<file path="config.mk">
export PLATFORM = sky130hd
export DESIGN_NAME = ccls_ctrl
export DESIGN_NICKNAME = d
export VERILOG_FILES = /design/src/design/ccls_pkg.sv /design/src/design/ccls_ctrl.sv
export VERILOG_INCLUDE_DIRS = /design/src /design/src/design
export SDC_FILE = /design/constraint.sdc
export NUM_CORES = 1
export LEC_CHECK = 0
export ABC_AREA = 1
export BUFFER_PORTS_ARGS = -buffer_cell sky130_fd_sc_hd__buf_2
export CAP_MARGIN = 10
export CORE_AREA = 4 4 41 43
export CTS_CLUSTER_DIAMETER = 60
export CTS_CLUSTER_SIZE = 12
export DETAILED_ROUTE_END_ITERATION = 10
export DIE_AREA = 0 0 45 47
export PLACE_DENSITY_LB_ADDON = 0.3
export SYNTH_ARGS = -nofsm -noshare
export SYNTH_HDL_FRONTEND = slang
export SYNTH_SLANG_ARGS = --single-unit
</file>
<file path="constraint.sdc">
create_clock -name i_clk -period 3.5 [get_ports i_clk]
set_clock_uncertainty 0.15 [all_clocks]
set_input_delay 0.35 -clock i_clk [delete_from_list [all_inputs] [get_ports i_clk]]
set_output_delay 0.35 -clock i_clk [all_outputs]
set_load 0.02 [all_outputs]
</file>
<file path="src/design/cubic_convolution_line_sampler_assert.svh">
`ifndef CUBIC_CONVOLUTION_LINE_SAMPLER_ASSERT_SVH
`define CUBIC_CONVOLUTION_LINE_SAMPLER_ASSERT_SVH

// Check that a condition implies another in the same cycle, outside reset.
`define CCLS_ASSERT_IMPL(label, clk, rst_n, ante, cons) \
    label: assert property (@(posedge clk) disable iff (!rst_n) (ante) |-> (cons)) \
        else $error("ccls assertion failed");

// Check that a condition implies another in the following cycle, outside reset.
`define CCLS_ASSERT_NEXT(label, clk, rst_n, ante, cons) \
    label: assert property (@(posedge clk) disable iff (!rst_n) (ante) |=> (cons)) \
        else $error("ccls assertion failed");

`endif

</file>
<file path="src/design/ccls_pkg.sv">
package ccls_pkg;

    // Storage and fixed-point format
    localparam int MAX_SAMPLES   = 1024;
    localparam int FRACTION_BITS = 16;
    localparam int ADDR_W        = $clog2(MAX_SAMPLES);

    // Field widths
    localparam int POS_W    = 32;
    localparam int INT_W    = POS_W - FRACTION_BITS;
    localparam int SAMPLE_W = 16;
    localparam int LEN_W    = 11;
    localparam int WIDX_W   = 10;

    // Datapath widths
    localparam int CMP_W  = INT_W + 2;
    localparam int WGT_W  = FRACTION_BITS + 3;
    localparam int PROD_W = WGT_W + SAMPLE_W;
    localparam int ACC_W  = PROD_W + 2;
    localparam int RND_W  = ACC_W - FRACTION_BITS;

    localparam int FIX_ONE    = 1 << FRACTION_BITS;
    localparam int FIX_HALF   = 1 << (FRACTION_BITS - 1);
    localparam int SAMPLE_MAX = (1 << (SAMPLE_W - 1)) - 1;
    localparam int SAMPLE_MIN = -(1 << (SAMPLE_W - 1));

    // Tap sequencing
    localparam int TAPS_CUBIC  = 4;
    localparam int TAPS_LINEAR = 2;
    localparam int TAP_W       = $clog2(TAPS_CUBIC);
    localparam int CYC_W       = $clog2(TAPS_CUBIC + 3);

    // Configuration port
    localparam int PADDR_W = 3;
    localparam int PDATA_W = 32;
    localparam logic [PADDR_W-3:0] REG_LINE_LENGTH   = '0;
    localparam logic [LEN_W-1:0]   LINE_LENGTH_RESET = LEN_W'(1024);

    typedef enum logic {
        OP_WRITE = 1'b0,
        OP_QUERY = 1'b1
    } t_op;

    typedef enum logic [1:0] {
        REGION_OUT,
        REGION_LINEAR,
        REGION_CUBIC
    } t_region;

    typedef enum logic [1:0] {
        S_IDLE,
        S_RUN,
        S_DONE
    } t_state;

    typedef struct packed {
        logic             wr;
        logic             load;
        logic             sq;
        logic             cube;
        logic             rd;
        logic [TAP_W-1:0] tap;
        logic             out_load;
    } t_dp_cmd;

    typedef struct packed {
        t_region region;
    } t_dp_status;

endpackage

</file>
<file path="src/design/ccls_ctrl.sv">
`include "cubic_convolution_line_sampler_assert.svh"

module ccls_ctrl (
    input  logic                  i_clk,
    input  logic                  i_rst_n,
    input  logic                  i_in_valid,
    input  ccls_pkg::t_op         i_in_op,
    output logic                  o_in_ready,
    output logic                  o_out_valid,
    input  logic                  i_out_ready,
    input  ccls_pkg::t_dp_status  i_status,
    output ccls_pkg::t_dp_cmd     o_cmd
);
    import ccls_pkg::*;

    t_state           r_state, n_state;
    logic [CYC_W-1:0] r_cyc, n_cyc;
    logic             r_out_v, n_out_v;
    logic [CYC_W-1:0] tap_cnt;
    logic [CYC_W-1:0] last_cyc;

    // Taps per query and the cycle at which the accumulator is final
    assign tap_cnt  = (i_status.region == REGION_CUBIC) ? CYC_W'(TAPS_CUBIC)
                                                        : CYC_W'(TAPS_LINEAR);
    assign last_cyc = tap_cnt + CYC_W'(2);

    // State registers
    always_ff @(posedge i_clk) begin
        if (!i_rst_n) begin
            r_state <= S_IDLE;
            r_cyc   <= '0;
            r_out_v <= 1'b0;
        end else begin
            r_state <= n_state;
            r_cyc   <= n_cyc;
            r_out_v <= n_out_v;
        end
    end

    // Next state and datapath commands
    always_comb begin
        n_state    = r_state;
        n_cyc      = r_cyc;
        n_out_v    = r_out_v;
        o_cmd      = '0;
        o_in_ready = 1'b0;

        // Drop the result once taken
        if (r_out_v && i_out_ready) begin
            n_out_v = 1'b0;
        end

        unique case (r_state)
            S_IDLE: begin
                o_in_ready = 1'b1;
                if (i_in_valid) begin
                    if (i_in_op == OP_QUERY) begin
                        o_cmd.load = 1'b1;
                        n_cyc      = '0;
                        n_state    = S_RUN;
                    end else begin
                        o_cmd.wr = 1'b1;
                    end
                end
            end
            S_RUN: begin
                n_cyc = r_cyc + CYC_W'(1);
                if (r_cyc == CYC_W'(0)) begin
                    o_cmd.sq = 1'b1;
                end
                if (r_cyc == CYC_W'(1)) begin
                    o_cmd.cube = 1'b1;
                end
                // One sample read per cycle, the first one along with the cube
                if (r_cyc >= CYC_W'(1) && r_cyc <= tap_cnt) begin
                    o_cmd.rd  = 1'b1;
                    o_cmd.tap = TAP_W'(r_cyc - CYC_W'(1));
                end
                if (i_status.region == REGION_OUT || r_cyc == last_cyc) begin
                    n_state = S_DONE;
                end
            end
            S_DONE: begin
                // Hold until the output register is free
                if (!r_out_v || i_out_ready) begin
                    o_cmd.out_load = 1'b1;
                    n_out_v        = 1'b1;
                    n_state        = S_IDLE;
                end
            end
            default: begin
                n_state = S_IDLE;
            end
        endcase
    end

    assign o_out_valid = r_out_v;

    `CCLS_ASSERT_NEXT(a_query_starts_run, i_clk, i_rst_n, i_in_valid && o_in_ready && i_in_op == OP_QUERY, r_state == S_RUN && r_cyc == '0)
    `CCLS_ASSERT_NEXT(a_done_loads_output, i_clk, i_rst_n, r_state == S_DONE && (!r_out_v || i_out_ready), r_out_v && r_state == S_IDLE)
    `CCLS_ASSERT_IMPL(a_run_bounded, i_clk, i_rst_n, r_state == S_RUN, r_cyc <= CYC_W'(TAPS_CUBIC + 2))

endmodule

</file>
; Word level (Yosys, flattened, before mapping)
; Cells that the tools add are included.
[classes]
n_addsub = 3
mul = 0
div_mod_pow = 0
n_lt_le_gt_ge = 2
n_eq_ne = 9
n_shift = 0
muxes = 23
bitwise_logic = 0
n_reduce_logical = 11
[op_table]
columns = op, n
row1 = $mux 2, 6
row2 = $mux 3, 4
row3 = $mux 1, 10
row4 = $ne 2x2->1 const B, 4
row5 = $pmux 2 s3, 1
row6 = $pmux 3 s2, 1
row7 = $mux 5, 1
row8 = $eq 2x2->1 const B, 2
row9 = $logic_not 2->1, 2
row10 = $reduce_and 4->1, 1
row11 = $add 3x1->3 const B, 1
row12 = $add 3x2->3 const B, 1
row13 = $eq 3x1->1 const B, 1
row14 = $eq 3x3->1, 1
row15 = $ge 3x1->1 const B, 1
row16 = $le 3x3->1, 1
row17 = $logic_not 3->1, 1
row18 = $reduce_and 3->1, 1
row19 = $eq 2x1->1 const B, 1
row20 = $logic_and 1x1->1, 2
row21 = $logic_or 1x1->1, 2
row22 = $reduce_bool 2->1, 1
row23 = $sub 2x1->2 const B, 1
row24 = $logic_not 1->1, 1
[word_totals]
reg_bits = 6
latch_bits = 0
ramBits = 0
romBits = 0
mem_count = 0

; Logic depth before layout (Yosys ltp)
; Gate-level depths: netlist of the first run.
[depth]
depth_word = 7
depth_mapped = 8
ltp_nobuf = 8

; Worst setup path before layout of the first run
; No wires, ideal clock.
[synth_path]
kind = input-to-output
from = in i_status[0] in the netlist's numbering
to = out o_cmd[1] in the netlist's numbering
arrival_ps = 1477
required_ps = 3000
path_slack_ps = 1523
path_stages = 8
n_path_buf = 0
cell_sequence = inv_1 -> nand2_1 -> ha_1 -> inv_1 -> nor2_1 -> o21ai_0 -> nand2_1 -> nor3_1
[synth_rtl]
columns = item, line_no
row1 = "start, declared", ccls_ctrl.sv:11  ; input ccls_pkg::t_dp_status i_status,
row2 = "end, declared", ccls_ctrl.sv:12  ; output ccls_pkg::t_dp_cmd o_cmd

==> results of run 1 <==
[per-stage QoR]
stage	setup slack [ns]	util [%]	hold slack (ns)	cell area, µm²
6_report	1.41	43.7	0.225	568
3_3_place_gp	1.47	41.9	0.356	546
2_1_floorplan	1.52	-	0.323	458
4_1_cts	1.39	43.7	0.216	568
3_5_place_dp	1.45	41.9	0.361	546
5_1_grt	1.26	43.7	0.234	568
[flip-flops by register name, indices dropped and copies added (netlist names)]
register / flops
r_state: 2
r_cyc: 3
o_out_valid: 1
[cell type report]
| class | count | area, µm² | share of cell area (%) |
|---|---|---|---|
| multi-input cells | 52 | 270 | 47.6 |
| repair buffers | 16 | 80.1 | 14.1 |
| flip-flops and latches | 6 | 120 | 21.1 |
| clock buffers | 3 | 22.5 | 3.96 |
| inverters | 15 | 56.3 | 9.91 |
| well taps | 15 | 18.8 | 3.30 |
[logic make-up after synthesis]
logic type / after synthesis
AO/OA/AOI/OAI: 12
flip-flops: 6
adder cells (fa/ha/maj): 5
AND/OR/NAND/NOR: 35
buffers and inverters: 16
[metal layers]
metal / track usage [%] / up-vias / wire, µm
li1: - / 271 / -
met4: 10.5 / 0 / 9
met2: 16.9 / 7 / 462
met5: 0 / - / 0
met3: 1.15 / 2 / 43
met1: 12.3 / 212 / 419
[worst reg2reg max path, delay by kind of cell, from the launching register on]
kind	cells	cell delay, ns
AOI/OAI and AO/OA	1	0.11
adders and majority gates	1	0.31
buffers and inverters	1	0.09
DFF	1	0.34
and+or+nand+nor	4	0.29
[synth_stat cells, drive strengths merged]
library cell	instances	area, µm²
a21oi	6	30.0
ha	5	62.6
inv	15	56.3
nand2	16	62.6
nand3	4	20.0
nor2	12	47.6
nor3	3	15.0
buf	1	11.3
o211ai	1	7.51
o21ai	5	25.0
dfxtp	6	120
[power by group through the flow]
| stage | clock network [mW] | logic [mW] | registers (mW) |
|---|---|---|---|
| global placement | 0 | 0.0653 | 0.0814 |
| floorplan | 0 | 0.0476 | 0.0819 |
| finish | 0.0590 | 0.0650 | 0.0804 |
| detailed placement | 0 | 0.0655 | 0.0813 |
| global route | 0.0643 | 0.0749 | 0.0812 |
| CTS | 0.0642 | 0.0658 | 0.0802 |
[final timing paths]
check / start / endpoint / slack [ns] / depth (start not counted)
hold reg to reg: o_out_valid / o_out_valid / 0.36 / 2
hold / removal: i_rst_n / r_state[1] / 0.22 / 3
setup reg to reg: r_cyc[1] / r_state[1] / 2.13 / 7
setup / recovery: r_cyc[2] / o_cmd[1] / 1.41 / 7
==> results.md, run 1 <==
* Most frequent cells in the layout: buf_2 (16), nand2_1 (15), inv_1 (13), nor2_1 (11)
* Relative slew slack at 84.5%
* Fin crit period at 2.09 ns
* Routed via count at 492
* Root Buffer: clkbuf_4
* Max_cap viols at 0
* Pleak at 0.322 nW
* TritonCTS clock tree: built
* Seq/Total Area, Yosys at 26.2%
* Area of the core at 1300 µm²
* Syn_nets at 86
* Row cnt at 13
* H-Tree Depth at 1
* CP Data Required Time at 3.00 ns
* Part of the power in registers at 39.3%
* CP peak stage delay at 0.40 ns
* Die Y at 47 µm
* Post-Synth Adder-Cell Area at 13.7%
* Clock-pin slew on the worst setup and hold paths at 0.04 ns
* Dpl cells at 104
* Final Wtd Congestion at 0.792
* Yosys warns at 0
* Residual DRC count at 0
* Syn_area_per_cell at 6.19 µm²
* Final net count at 106
* Post-Layout Cell Count at 107
* First-pass detailed-route iteration total at 4
* Endpoints failing setup at 0
* Io pins at 17
* Post-synthesis mux area share at 0%
* CTS Buffer Depth at 2
* Crit. End Element: output pin
* Cts hold-fix bufs at 0
* Power Density at 360 nW/µm²
* Placed wire-length estimate at 793 µm
* Arrival @ worst endpoint at 1.59 ns
* CTS sink count at 6
* CP bufs+invs at 2
* Layout cells sized above 1 at 25.0%
* RSZ-0062 raised after global routing: false
* Number of CTS-inserted buffers at 3
* Layout fillers at 141
* Worst-Margin Slew at 0.232 ns
* Crit path kind: reg -> out
* Port bufs at 16
* First-pass GRT wire length at 1.62 mm
* Switching Power at 68.9 µW
* IR drop worst, VDD at 168 µV
* TNS Setup at 0 ns
* Syn-to-layout area delta at 24.0%
* Worst min path class: in -> reg
* Final Total Pwr at 204 µW
* Xor and xnor area share after synthesis at 0%
* P_int at 135 µW
* Drt via density at 4.60
* Largest family of logic cells by synthesized area: simple AND/OR/NAND/NOR gates
* Worst skew pair latency at 0.23 ns
* Post_cts resized at 0
* Switching Share at 33.7%
* Crit path max-delay family: flip-flops
* Pin count of the biggest net entering global routing at 12
* Final hold vios at 0
* Synth Area in Compound Gates at 13.7%
* Post-Syn Area at 458 µm²
* Total GRT Usage at 10.7%
* Detailed Route WL at 934 µm
* Die area at 2120 µm²
* Maximum fanout along the worst path at 4
* Worst-path cell chain: ha_1 > inv_1 > nor2_1 > o21ai_0 > nand2_1 > nor3_1 > buf_2
* Mapped Cells at 74
* Slowest-stage cell, CP: dfxtp_1
* Number of distinct library cells after synthesis at 15
* WL/cell at 8.73 µm
* Global route overflow at 0
* Initial detailed-routing violation count at 10
* Fin crit share at 59.7%
* Synth Area in Simple Gates at 31.7%
* Commonest non-fill, non-tap cell in the layout: buf_2
* Highest Clock Rate at 0.479 GHz
* Vias in the first global route at 427
* Clock share of power at 28.9%
* Postcts setup bufs at 0
* N_diodes at 0
* Initial Utilization at 35.2%
* Post-route antenna net violation count at 0
* Max Slew Vio Count at 0
* Initial antenna violation count at 0
* Yosys reg bits at 6
* Combinational Power Share at 31.8%
* Die width at 45 µm
* Startpoint Class: flop
* Outcome: finished, final reports clean
Power figures use the tool's default switching activity.
==> run 2, diff against run 1 <==
==> constraint.sdc (replaced) <==
create_clock -name i_clk -period 1.9 [get_ports i_clk]
set_clock_uncertainty 0.15 [all_clocks]
set_input_delay 0.19 -clock i_clk [delete_from_list [all_inputs] [get_ports i_clk]]
set_output_delay 0.19 -clock i_clk [all_outputs]
set_load 0.02 [all_outputs]
==> results.md, run 2 (synthesis results as in run 1) <==
* Row cnt at 13
* First-pass GRT wire length at 1.59 mm
* Hold Startpoint: i_rst_n
* Largest register by flop count: r_cyc
* Crit. End Element: output pin
* Outcome: finished, final reports clean
* Commonest non-fill, non-tap cell in the layout: buf_2
* Pin count of the biggest net entering global routing at 12
* Worst min path class: in -> reg
* Critical R2R Launch: r_cyc[0]
* Dpl cells at 104
* Max FFs per register at 3
* Endpoints failing setup at 0
* Drt via density at 4.60
* Depth of the worst hold-timing path at 3
* Post-route antenna net violation count at 0
* Total GRT Usage at 10.7%
* Layout fillers at 153
* Met1 Use GR at 12.6%
* Final hold vios at 0
* RR Endpoint: r_cyc[1]
* First-pass detailed-route iteration total at 4
* Area of the core at 1300 µm²
* Die width at 45 µm
* Crit path kind: reg -> out
* Power Density at 621 nW/µm²
* CP Data Required Time at 1.56 ns
* CTS sink count at 6
* Final Total Pwr at 381 µW
* Hold WS at 0.0696 ns
* Initial Utilization at 35.2%
* Number of CTS-inserted buffers at 3
* Met2 usage at 16.7%
* Port bufs at 16
* Max Slew Vio Count at 0
* WHS Endpoint: r_state[1]
* Final net count at 107
* Clock-pin slew on the worst setup and hold paths at 0.04 ns
* Placed wire-length estimate at 802 µm
* GR peak layer: met2
* Vias in the first global route at 417
* Most frequent cells in the layout: buf_2 (16), nand2_1 (15), inv_1 (12), nor2_1 (11), a21oi_1 (6)
* Residual DRC count at 0
* Die area at 2120 µm²
* Reg2reg setup slack at 0.60 ns
* Root Buffer: clkbuf_4
* IR drop worst, VDD at 329 µV
* Fin util at 47.1%
* TNS Setup at 0 ns
* Highest Clock Rate at 0.547 GHz
* Arrival @ worst endpoint at 1.49 ns
* Fin crit period at 1.83 ns
* WL/cell at 9.62 µm
* CTS Buffer Depth at 2
* Cell count of the worst reg-to-reg path at 4
* Detailed Route WL at 1.04 mm
* Fin crit share at 96.3%
* TritonCTS clock tree: built
* Initial antenna violation count at 0
* Worst skew pair latency at 0.23 ns
* Cell area after layout at 613 µm²
* Syn-to-layout area delta at 33.9%
* N_diodes at 0
* Placement Cell Area at 546 µm²
* Die Y at 47 µm
* Routed via count at 497
* RSZ-0062 raised after global routing: true
* Maximum fanout along the worst path at 4
* Relative slew slack at 83.6%
* Setup Slack @ Placement at 0.221 ns
* Initial detailed-routing violation count at 2
* Final Wtd Congestion at 0.801
* Max_cap viols at 0
* Pleak at 0.332 nW
* Worst-Margin Slew at 0.246 ns
* H-Tree Depth at 1
* Met3 usage at 1.15%
* Setup ws final at 0.0702 ns
* Io pins at 17
* Startpoint Class: flop
* Global route overflow at 0
* Layout cells sized above 1 at 32.3%
* Post-Layout Cell Count at 108
[run 2: cell count changes in the layout (fill, tap and decap cells not counted), sizes merged]
cell  previous run  this run
buf             16        17
[run 2: area by class of cell]
cell class,instances,area (µm²),share of cell area [%]
flip-flops and latches,6,125,20.4
multi-input cells,52,300,49.0
repair buffers,17,87.6,14.3
inverters,15,58.8,9.59
clock buffers,3,22.5,3.67
well taps,15,18.8,3.06
[run 2: worst max-delay path by stage]
stage	start	end	slack [ns]
6_report	r_cyc[1]	o_cmd[2]	0.07
5_1_grt	r_cyc[1]	o_cmd[2]	-0.04
4_1_cts	r_cyc[2]	o_cmd[2]	0.04
3_5_place_dp	i_status[0]	o_cmd[2]	0.22
3_3_place_gp	i_status[0]	o_cmd[2]	0.22
2_1_floorplan	r_cyc[1]	o_cmd[1]	0.19
[run 2: routing by layer]
metal  part of all wire [%]  vias to the layer above
met1                     45                      216
met2                     50                        5
met5                      0                        -
met3                    3.0                        2
met4                    1.2                        0
li1                       -                      274
[run 2: worst max-delay path, cell delays in order (launching register included)]
cell and delay, ns:
dfxtp_2 0.36, inv_4 0.06, ha_4 0.26, nand3_2 0.05, o21ai_1 0.07, nand2_1 0.10, nor3_1 0.17, buf_2 0.18
[run 2: repair_timing]
action	in CTS	in global routing
pin swaps	1	4
hold buffers	0	0
buffers inserted	0	1
resized for setup	3	6
setup endpoints to repair	2	2
[run 2: power breakdown]
part / switching [mW] / internal [mW]
clock network: 0.0372 / 0.0708
logic: 0.0800 / 0.0456
registers: 0.0125 / 0.135
