==> src/design/cubic_convolution_line_sampler_assert.svh <==
`ifndef CUBIC_CONVOLUTION_LINE_SAMPLER_ASSERT_SVH
`define CUBIC_CONVOLUTION_LINE_SAMPLER_ASSERT_SVH

// Check that a condition implies another in the same cycle, outside reset.
`define CCLS_ASSERT_IMPL(label, clk, rst_n, ante, cons) \
    label: assert property (@(posedge clk) disable iff (!rst_n) (ante) |-> (cons)) \
        else $error("ccls assertion failed");

// Check that a condition implies another in the following cycle, outside reset.
`define CCLS_ASSERT_NEXT(label, clk, rst_n, ante, cons) \
    label: assert property (@(posedge clk) disable iff (!rst_n) (ante) |=> (cons)) \
        else $error("ccls assertion failed");

`endif

==> src/design/ccls_pkg.sv <==
package ccls_pkg;

    // Storage and fixed-point format
    localparam int MAX_SAMPLES   = 1024;
    localparam int FRACTION_BITS = 16;
    localparam int ADDR_W        = $clog2(MAX_SAMPLES);

    // Field widths
    localparam int POS_W    = 32;
    localparam int INT_W    = POS_W - FRACTION_BITS;
    localparam int SAMPLE_W = 16;
    localparam int LEN_W    = 11;
    localparam int WIDX_W   = 10;

    // Datapath widths
    localparam int CMP_W  = INT_W + 2;
    localparam int WGT_W  = FRACTION_BITS + 3;
    localparam int PROD_W = WGT_W + SAMPLE_W;
    localparam int ACC_W  = PROD_W + 2;
    localparam int RND_W  = ACC_W - FRACTION_BITS;

    localparam int FIX_ONE    = 1 << FRACTION_BITS;
    localparam int FIX_HALF   = 1 << (FRACTION_BITS - 1);
    localparam int SAMPLE_MAX = (1 << (SAMPLE_W - 1)) - 1;
    localparam int SAMPLE_MIN = -(1 << (SAMPLE_W - 1));

    // Tap sequencing
    localparam int TAPS_CUBIC  = 4;
    localparam int TAPS_LINEAR = 2;
    localparam int TAP_W       = $clog2(TAPS_CUBIC);
    localparam int CYC_W       = $clog2(TAPS_CUBIC + 3);

    // Configuration port
    localparam int PADDR_W = 3;
    localparam int PDATA_W = 32;
    localparam logic [PADDR_W-3:0] REG_LINE_LENGTH   = '0;
    localparam logic [LEN_W-1:0]   LINE_LENGTH_RESET = LEN_W'(1024);

    typedef enum logic {
        OP_WRITE = 1'b0,
        OP_QUERY = 1'b1
    } t_op;

    typedef enum logic [1:0] {
        REGION_OUT,
        REGION_LINEAR,
        REGION_CUBIC
    } t_region;

    typedef enum logic [1:0] {
        S_IDLE,
        S_RUN,
        S_DONE
    } t_state;

    typedef struct packed {
        logic             wr;
        logic             load;
        logic             sq;
        logic             cube;
        logic             rd;
        logic [TAP_W-1:0] tap;
        logic             out_load;
    } t_dp_cmd;

    typedef struct packed {
        t_region region;
    } t_dp_status;

endpackage

==> src/design/ccls_dp.sv <==
module ccls_dp (
    input  logic                                 i_clk,
    input  logic                                 i_rst_n,
    input  ccls_pkg::t_dp_cmd                    i_cmd,
    output ccls_pkg::t_dp_status                 o_status,
    input  logic [ccls_pkg::LEN_W-1:0]           i_line_length,
    input  logic signed [ccls_pkg::POS_W-1:0]    i_position,
    input  logic [ccls_pkg::WIDX_W-1:0]          i_write_index,
    input  logic signed [ccls_pkg::SAMPLE_W-1:0] i_write_value,
    output logic                                 o_ram_we,
    output logic [ccls_pkg::ADDR_W-1:0]          o_ram_addr,
    output logic [ccls_pkg::SAMPLE_W-1:0]        o_ram_wdata,
    input  logic [ccls_pkg::SAMPLE_W-1:0]        i_ram_rdata,
    output logic signed [ccls_pkg::SAMPLE_W-1:0] o_value,
    output logic                                 o_in_range,
    output logic                                 o_used_cubic
);
    import ccls_pkg::*;

    localparam int F = FRACTION_BITS;

    // Query registers
    logic signed [INT_W-1:0]    r_l;
    logic [F-1:0]               r_a;
    logic [F:0]                 r_a2;
    logic [F:0]                 r_a3;
    t_region                    r_region;
    logic [ADDR_W-1:0]          r_last;

    // Tap pipeline
    logic                       r_rd_v;
    logic [TAP_W-1:0]           r_rd_k;
    logic                       r_pr_v;
    logic signed [PROD_W-1:0]   r_prod;
    logic signed [ACC_W-1:0]    r_acc;

    // Output register
    logic signed [SAMPLE_W-1:0] r_value;
    logic                       r_in_range;
    logic                       r_used_cubic;

    logic signed [INT_W-1:0]    pos_int;
    logic [LEN_W-1:0]           len_cap;
    logic signed [CMP_W-1:0]    l_ext;
    logic signed [CMP_W-1:0]    n_ext;
    t_region                    region_c;
    logic [2*F:0]               sq_full;
    logic [2*F+1:0]             cu_full;
    logic signed [WGT_W-1:0]    wa, wa2, wa3, wone, wgt;
    logic signed [PROD_W-1:0]   prod_c;
    logic signed [CMP_W-1:0]    r_l_ext;
    logic signed [CMP_W-1:0]    tap_idx;
    logic signed [CMP_W-1:0]    last_ext;
    logic [ADDR_W-1:0]          rd_addr;
    logic signed [ACC_W-1:0]    rnd;
    logic signed [RND_W-1:0]    rnd_q;
    logic signed [SAMPLE_W-1:0] sat_c;

    // Split the position and classify it against the effective length
    assign pos_int = i_position[POS_W-1:F];
    assign len_cap = (32'(i_line_length) > 32'(MAX_SAMPLES)) ? LEN_W'(MAX_SAMPLES)
                                                             : i_line_length;
    assign l_ext   = {{(CMP_W-INT_W){pos_int[INT_W-1]}}, pos_int};
    assign n_ext   = $signed({{(CMP_W-LEN_W){1'b0}}, len_cap});

    always_comb begin
        if (l_ext >= CMP_W'(1) && l_ext < n_ext - CMP_W'(1)) begin
            region_c = REGION_CUBIC;
        end else if (l_ext == '0 || (n_ext >= CMP_W'(1) && l_ext == n_ext - CMP_W'(1))) begin
            region_c = REGION_LINEAR;
        end else begin
            region_c = REGION_OUT;
        end
    end

    always_ff @(posedge i_clk) begin
        if (i_cmd.load) begin
            r_l      <= pos_int;
            r_a      <= i_position[F-1:0];
            r_region <= region_c;
            r_last   <= (len_cap == '0) ? '0 : ADDR_W'(len_cap - LEN_W'(1));
        end
    end

    // Square then cube of the fraction, rounded half up
    assign sq_full = (2*F+1)'(r_a) * (2*F+1)'(r_a) + (2*F+1)'(FIX_HALF);
    assign cu_full = (2*F+2)'(r_a2) * (2*F+2)'(r_a) + (2*F+2)'(FIX_HALF);

    always_ff @(posedge i_clk) begin
        if (i_cmd.sq) begin
            r_a2 <= sq_full[2*F:F];
        end
        if (i_cmd.cube) begin
            r_a3 <= cu_full[2*F:F];
        end
    end

    // Clamp the tap index to the stored line
    assign r_l_ext  = {{(CMP_W-INT_W){r_l[INT_W-1]}}, r_l};
    assign last_ext = $signed({{(CMP_W-ADDR_W){1'b0}}, r_last});
    assign tap_idx  = r_l_ext + $signed({{(CMP_W-TAP_W){1'b0}}, i_cmd.tap})
                    - ((r_region == REGION_CUBIC) ? CMP_W'(1) : CMP_W'(0));

    always_comb begin
        if (tap_idx < 0) begin
            rd_addr = '0;
        end else if (tap_idx > last_ext) begin
            rd_addr = r_last;
        end else begin
            rd_addr = tap_idx[ADDR_W-1:0];
        end
    end

    // Memory port: writes only while idle, reads while running
    assign o_ram_we    = i_cmd.wr && (32'(i_write_index) < 32'(MAX_SAMPLES));
    assign o_ram_addr  = i_cmd.wr ? ADDR_W'(i_write_index) : rd_addr;
    assign o_ram_wdata = i_write_value;

    // Weight for the tap whose sample is on the read port
    assign wa   = $signed(WGT_W'(r_a));
    assign wa2  = $signed(WGT_W'(r_a2));
    assign wa3  = $signed(WGT_W'(r_a3));
    assign wone = $signed(WGT_W'(FIX_ONE));

    always_comb begin
        if (r_region == REGION_CUBIC) begin
            unique case (r_rd_k)
                TAP_W'(0): wgt = (wa2 <<< 1) - wa - wa3;
                TAP_W'(1): wgt = wone - (wa2 <<< 1) + wa3;
                TAP_W'(2): wgt = wa + wa2 - wa3;
                default:   wgt = wa3 - wa2;
            endcase
        end else begin
            wgt = r_rd_k[0] ? wa : (wone - wa);
        end
    end

    assign prod_c = wgt * $signed(i_ram_rdata);

    // Multiply, then accumulate one stage later
    always_ff @(posedge i_clk) begin
        if (!i_rst_n) begin
            r_rd_v <= 1'b0;
            r_pr_v <= 1'b0;
        end else begin
            r_rd_v <= i_cmd.rd;
            r_pr_v <= r_rd_v;
        end
    end

    always_ff @(posedge i_clk) begin
        r_rd_k <= i_cmd.tap;
        if (r_rd_v) begin
            r_prod <= prod_c;
        end
        if (i_cmd.load) begin
            r_acc <= '0;
        end else if (r_pr_v) begin
            r_acc <= r_acc + {{(ACC_W-PROD_W){r_prod[PROD_W-1]}}, r_prod};
        end
    end

    // Round half up and saturate to the sample range
    assign rnd   = r_acc + ACC_W'(FIX_HALF);
    assign rnd_q = rnd[ACC_W-1:F];

    always_comb begin
        if (rnd_q > RND_W'(SAMPLE_MAX)) begin
            sat_c = SAMPLE_W'(SAMPLE_MAX);
        end else if (rnd_q < RND_W'(SAMPLE_MIN)) begin
            sat_c = SAMPLE_W'(SAMPLE_MIN);
        end else begin
            sat_c = rnd_q[SAMPLE_W-1:0];
        end
    end

    always_ff @(posedge i_clk) begin
        if (i_cmd.out_load) begin
            r_value      <= (r_region == REGION_OUT) ? '0 : sat_c;
            r_in_range   <= (r_region != REGION_OUT);
            r_used_cubic <= (r_region == REGION_CUBIC);
        end
    end

    assign o_status.region = r_region;
    assign o_value         = r_value;
    assign o_in_range      = r_in_range;
    assign o_used_cubic    = r_used_cubic;

endmodule

==> config.mk <==
export PLATFORM = sky130hd
export DESIGN_NAME = ccls_dp
export DESIGN_NICKNAME = d
export VERILOG_FILES = /design/src/design/cubic_convolution_line_sampler_assert.svh /design/src/design/ccls_pkg.sv /design/src/design/ccls_dp.sv
export SDC_FILE = /design/constraint.sdc
export NUM_CORES = 2
export LEC_CHECK = 0
export CORE_ASPECT_RATIO = 2
export CORE_MARGIN = 10
export CORE_UTILIZATION = 65
export CTS_CLUSTER_DIAMETER = 80
export DETAILED_ROUTE_END_ITERATION = 8
export DONT_BUFFER_PORTS = 1
export PLACE_DENSITY = 0.81
export RECOVER_POWER = 100
export SLEW_MARGIN = 10
export SYNTH_ARGS = -nofsm -noshare
export SYNTH_HDL_FRONTEND = slang
export SYNTH_SLANG_ARGS = --single-unit
==> constraint.sdc <==
create_clock -name i_clk -period 11.5 [get_ports i_clk]
set_clock_uncertainty 0.15 [all_clocks]
set_input_delay 1.725 -clock i_clk [delete_from_list [all_inputs] [get_ports i_clk]]
set_output_delay 1.725 -clock i_clk [all_outputs]
set_load 0.02 [all_outputs]
### Word-level counts from Yosys, hierarchy flattened

Index checks and enable logic that the tools add are counted.

* register bits: 172
* input port bits: 95
* output and inout port bits: 47
* word-level logic and storage cells: 66

* $add $sub $neg: 16
* multipliers: 3
* $lt $le $gt $ge: 8
* equal/unequal tests: 4
* mux-type cells: 11
* reductions and logical operators: 9

Operators by type and width (count)
* $pmux W19 S3: 1
* $mux W19: 2
* $add A37 B17 Y37 const B: 1
* $add A37 B37 Y37: 1
* $mul A19 B16 Y35: 1
* $add A32 B16 Y33 const B: 1
* $add A33 B16 Y33 const B: 1
* $mul A17 B16 Y33: 1
* $mul A16 B16 Y32: 1
* $mux W10: 3
* $gt A21 B16 Y1 const B: 1
* $lt A21 B16 Y1 const B: 1
* $add A19 B18 Y19: 1
* $sub A17 B18 Y19 const A: 1
* $sub A18 B16 Y19: 1
* $sub A18 B17 Y19: 1
* $sub A19 B18 Y19: 1
* $add A16 B17 Y18: 1
* $gt A18 B11 Y1: 1
* $logic_not A18 Y1: 1
* $lt A18 B1 Y1 const B: 1
* $sub A17 B16 Y18 const A: 1
* $sub A17 B17 Y18: 1
* $sub A17 B2 Y18: 1
* 20 further kinds: 24

### Longest topological paths before layout

* depth after elaboration: 7
* depth in mapped cells: 41
* mapped depth without buffers: 39

### Least setup slack after synthesis

OpenSTA, ideal clock, no wires.

* path kind: reg-to-reg
* start: register r_a[0]
* end: register r_prod[31], data pin
* library setup time: 0.258 ns
* arrival: 9.443 ns
* required time: 11.092 ns
* path slack: 1.650 ns
* stages on the path, launching flop included: 38
* buffers on the path: 2
* period minus slack after synthesis: 9.850 ns
* cell sequence: edfxtp_1 > inv_1 > clkbuf_1 > ha_1 > ha_1 > or2_2 > fa_1 > a21o_1 > a21oi_1 > o21ai_1 > a21o_1 > o41ai_2 > o21ai_1 > nor4b_1 > a211oi_1 > and2b_1 > buf_2 > and2_1 > [... 2 more ...] > fa_1 > inv_1 > fa_1 > fa_1 > fa_1 > inv_1 > fa_1 > inv_1 > ha_1 > a21o_1 > a21o_1 > a21oi_1 > o211ai_1 > a31o_2 > a31o_2 > a21o_1 > a21oi_1 > xnor2_1

* longest elaborated chain between the ends: 5
* elaborated cells between the ends (all ways): 9
* classes of those cells: 5 x add/sub; 1 x mul; 3 x mux

Ends and longest elaborated chain
* start: declaration: RTL line ccls_dp.sv:24 `logic [F-1:0] r_a;`
* start signal: assignment: RTL line ccls_dp.sv:79 `r_a <= i_position[F-1:0];`
* $sub A18 B16 Y19 or $add A16 B17 Y18 (tied branches): RTL line ccls_dp.sv:128, ccls_dp.sv:130
* $sub A19 B18 Y19 or $sub A18 B17 Y19 (tied branches): RTL line ccls_dp.sv:128, ccls_dp.sv:130
* $pmux W19 S3: RTL line ccls_dp.sv:127 `unique case (r_rd_k)`
* $mux W19 (*): RTL line ccls_dp.sv:126 `if (r_region == REGION_CUBIC) begin`
* $mul A19 B16 Y35 (*): RTL line ccls_dp.sv:138 `assign prod_c = wgt * $signed(i_ram_rdata);`
* via prod_c[31]: RTL line ccls_dp.sv:50 `logic signed [PROD_W-1:0] prod_c;`
* end signal: assignment: RTL line ccls_dp.sv:154 `r_prod <= prod_c;`
* end: declaration: RTL line ccls_dp.sv:34 `logic signed [PROD_W-1:0] r_prod;`

The timed path passes the listed nets; every way through them passes the cells marked *.
A chain may end at the register's enable or synchronous reset.

### Worst setup path in the final report

* start: register r_a[0]
* end: register r_prod[34], data pin

The elaborated chain is that of the path after synthesis.

==> impl_metrics.csv <==
group,metric,value,unit
clock_tree,clkLatencyLatePin,0.52,ns
cells_and_area,fill_cells,4898,
drt,wl_per_cell,20.6,um
clock_tree,clockBufferDepth,2,
clock_tree,clkSlewWorstSetupHoldPaths,0.08,ns
drt,first_pass_iters,6,
yosys,synth_top_area_cell,"fa_1",
cells_and_area,drive_gt1_frac,0.0308,
drt,viasPerCell,6.01,
yosys,ys.flop_type,"edfxtp_1",
sta,final-setup-viol-count,0,
yosys,netlist_instances,4601,
worst_setup_path,critPathRequiredTime,11.60,ns
placed_design,portBuffers,0,
cells_and_area,fin_nets,5825,
grt,antenna_found_initial,3,
run_status,outcome,"finished, violations left",
yosys,synth-seq-cells,172,
worst_setup_path,crit_type,"flop to flop",
yosys,syn_nets,5895,
yosys,synth_async_sr_flop_share,0,
floorplanning,start_util,0.658,
worst_setup_path,endpoint_kind,"flop",
yosys,synth_edf_count,131,
floorplanning,rows,130,
yosys,synth_area,41400,um2
grt,grt_remaining_overflow,0,
grt,grt_pass1_wl,177,mm
sta,rsz0062_at_grt,"false",
placed_design,globalplace.congestion,0.978,
placed_design,post-dp-hpwl,91.2,mm
worst_setup_path,crit_arrival,11.01,ns
worst_setup_path,max_stage_delay,0.66,ns
floorplanning,dieWidth,198,um
worst_setup_path,crit_top_cell,"fa_1",
clock_tree,cts_tree,"done",
cells_and_area,regArea,4760,um2
yosys,avgSynthCellArea,9.00,um2
yosys,synth.distinct_cells,81,
clock_tree,h-tree-depth,4,
floorplanning,ios,142,
clock_tree,cts.sinks,172,
sta,layout_min_cycle_time,10.91,ns
clock_tree,post_cts_buffers,0,
sta,fmax,91.7,MHz
clock_tree,hold_buffers,0,
clock_tree,ctsResizeCount,0,
sta,timing.setup.tns,0,ns
drt,routed_wl,110,mm
run_status,violations,"capacitance limit, slew limit",
cells_and_area,multi_input_area,32100,um2
yosys,ys_warn_count,0,
min_path,hp-class,"flop to flop",
yosys,synth_top_area_share,0.343,
drt,drt_iter0_markers,1867,
worst_setup_path,crit_fanout,13,
sta,finalHoldViolCount,0,
sta,drv_slew,109,
yosys,yosys-top-cells-area,"fa_1 34%, ha_1 15%, edfxtp_1 9.5%",
worst_setup_path,start_kind,"flop",
cells_and_area,area_growth,3.51,%
worst_setup_path,worst_path_max_delay_cell,"clkbuf_1",
drt,drc,0,
clock_tree,numCtsBuffers,17,
grt,grt_max_degree,85,
floorplanning,fp.dieH,377,um
sta,period_share,0.948,
floorplanning,dieArea,74800,um2
yosys,ys_seq_area_frac,0.115,
floorplanning,core_area,62900,um2
grt,grt_pass1_vias,35300,
clock_tree,cts_root_buffer,"clkbuf_16",
sta,worst_pin_slew,2.58,ns
drt,final_antenna_net_count,0,
grt,grtUsageTotal,0.305,
run,maxCapViolCount,3,
sta,slew_headroom,-0.718,
drt,vias,32100,
cells by family (layout without fill, tap and decap cells):
kind of cell	after synthesis	after routing	synth area share
flip-flops	172	172	0.115
buffers and inverters	1180	1123	0.109
AO/OA/AOI/OAI	572	572	0.0925
XOR/XNOR	197	197	0.0417
AND/OR/NAND/NOR	1244	1244	0.139
adder cells (fa/ha/maj)	1199	1199	0.491
other	0	4	0
multiplexers	37	37	0.0123
sequential cells by signal, summed over array words and instances, names as in the netlist:
name	count
r_a2	17
o_status	2
r_last	10
r_pr_v	1
o_used_cubic	1
r_a	16
r_a3	17
r_acc	37
o_in_range	1
r_prod	35
r_l	16
o_value	16
r_rd_v	1
r_rd_k	2
critical path: cells and delay by family (launching register included):
family,cells,cell delay [ns]
fa+ha+maj,10,4.41
compound gates,11,2.70
buf+inv,6,1.34
simple gates,5,1.02
mux,1,0.48
flops,1,0.33
xor+xnor,2,0.18
synthesized netlist by cell type (41+ instances only):
cell	n
a21o_1	79
a21oi_1	149
and2_1	155
clkbuf_1	128
dfxtp_1	41
edfxtp_1	131
fa_1	709
ha_1	490
inv_1	1002
nand2_1	436
nand3_1	55
nor2_1	351
nor2b_1	45
nor3_1	46
o21a_1	51
o21ai_0	93
xnor2_1	122
xor2_1	75
cells in the final DEF (no fill, tap or decap), types with 10 or more instances in the layout:
cell	instances
a211oi_1	24
a21o_1	79
a21oi_1	150
a31oi_1	22
and2_1	149
and3_1	30
and4_1	10
buf_4	65
clkbuf_1	11
clkbuf_16	19
clkinv_1	12
dfxtp_1	39
edfxtp_1	131
fa_1	709
ha_1	490
inv_1	1002
mux2i_1	24
mux4_2	11
nand2_1	436
nand2b_1	29
nand3_1	55
nand4_1	19
nor2_1	351
nor2b_1	45
nor3_1	46
nor4_1	13
o211ai_1	24
o21a_1	51
o21ai_0	95
o21bai_1	16
o31ai_1	11
or3_1	12
or4_1	12
xnor2_1	122
xor2_1	75
final cells by class:
cell class              count  area share
repair buffers             76      0.0123
clock inverters            13     0.00347
diodes                      4    0.000234
clock buffers              19      0.0111
inverters                1015      0.0889
well taps                 792      0.0231
flip-flops and latches    172       0.111
multi-input cells        3249       0.750
stage by stage:
step | cells | hold slack [ns] | util | setup slack [ns] | cell area, um2
floorplan | 4601 | 0.295 | - | 1.65 | 41400
global placement | 5304 | 0.304 | 0.672 | 1.22 | 42300
detailed placement | 5304 | 0.312 | 0.672 | 0.937 | 42300
CTS | 5336 | 0.321 | 0.682 | 0.956 | 42900
global route | 5340 | 0.360 | 0.681 | 0.150 | 42900
finish | 5340 | 0.325 | 0.681 | 0.592 | 42900
layer usage:
layer  share of wire  wire (um)  GRT usage
met1            0.31      33800      0.281
met2            0.54      59600      0.570
met3           0.060       6570     0.0507
met4           0.093      10200      0.251
met5               0          0          0
worst paths after layout:
path / from / end / slack [ns] / depth (start not counted)
worst min register to register: r_acc[4] / r_acc[4] / 0.33 / 2
worst min-delay path: r_acc[4] / r_acc[4] / 0.33 / 2
worst max-delay path: r_a[0] / r_prod[34] / 0.59 / 35
worst max register to register: r_a[0] / r_prod[34] / 0.59 / 35
Power is left out: the tool's default activity adds up to more than one toggle a clock period on the data nets, which glitch-free logic cannot reach.
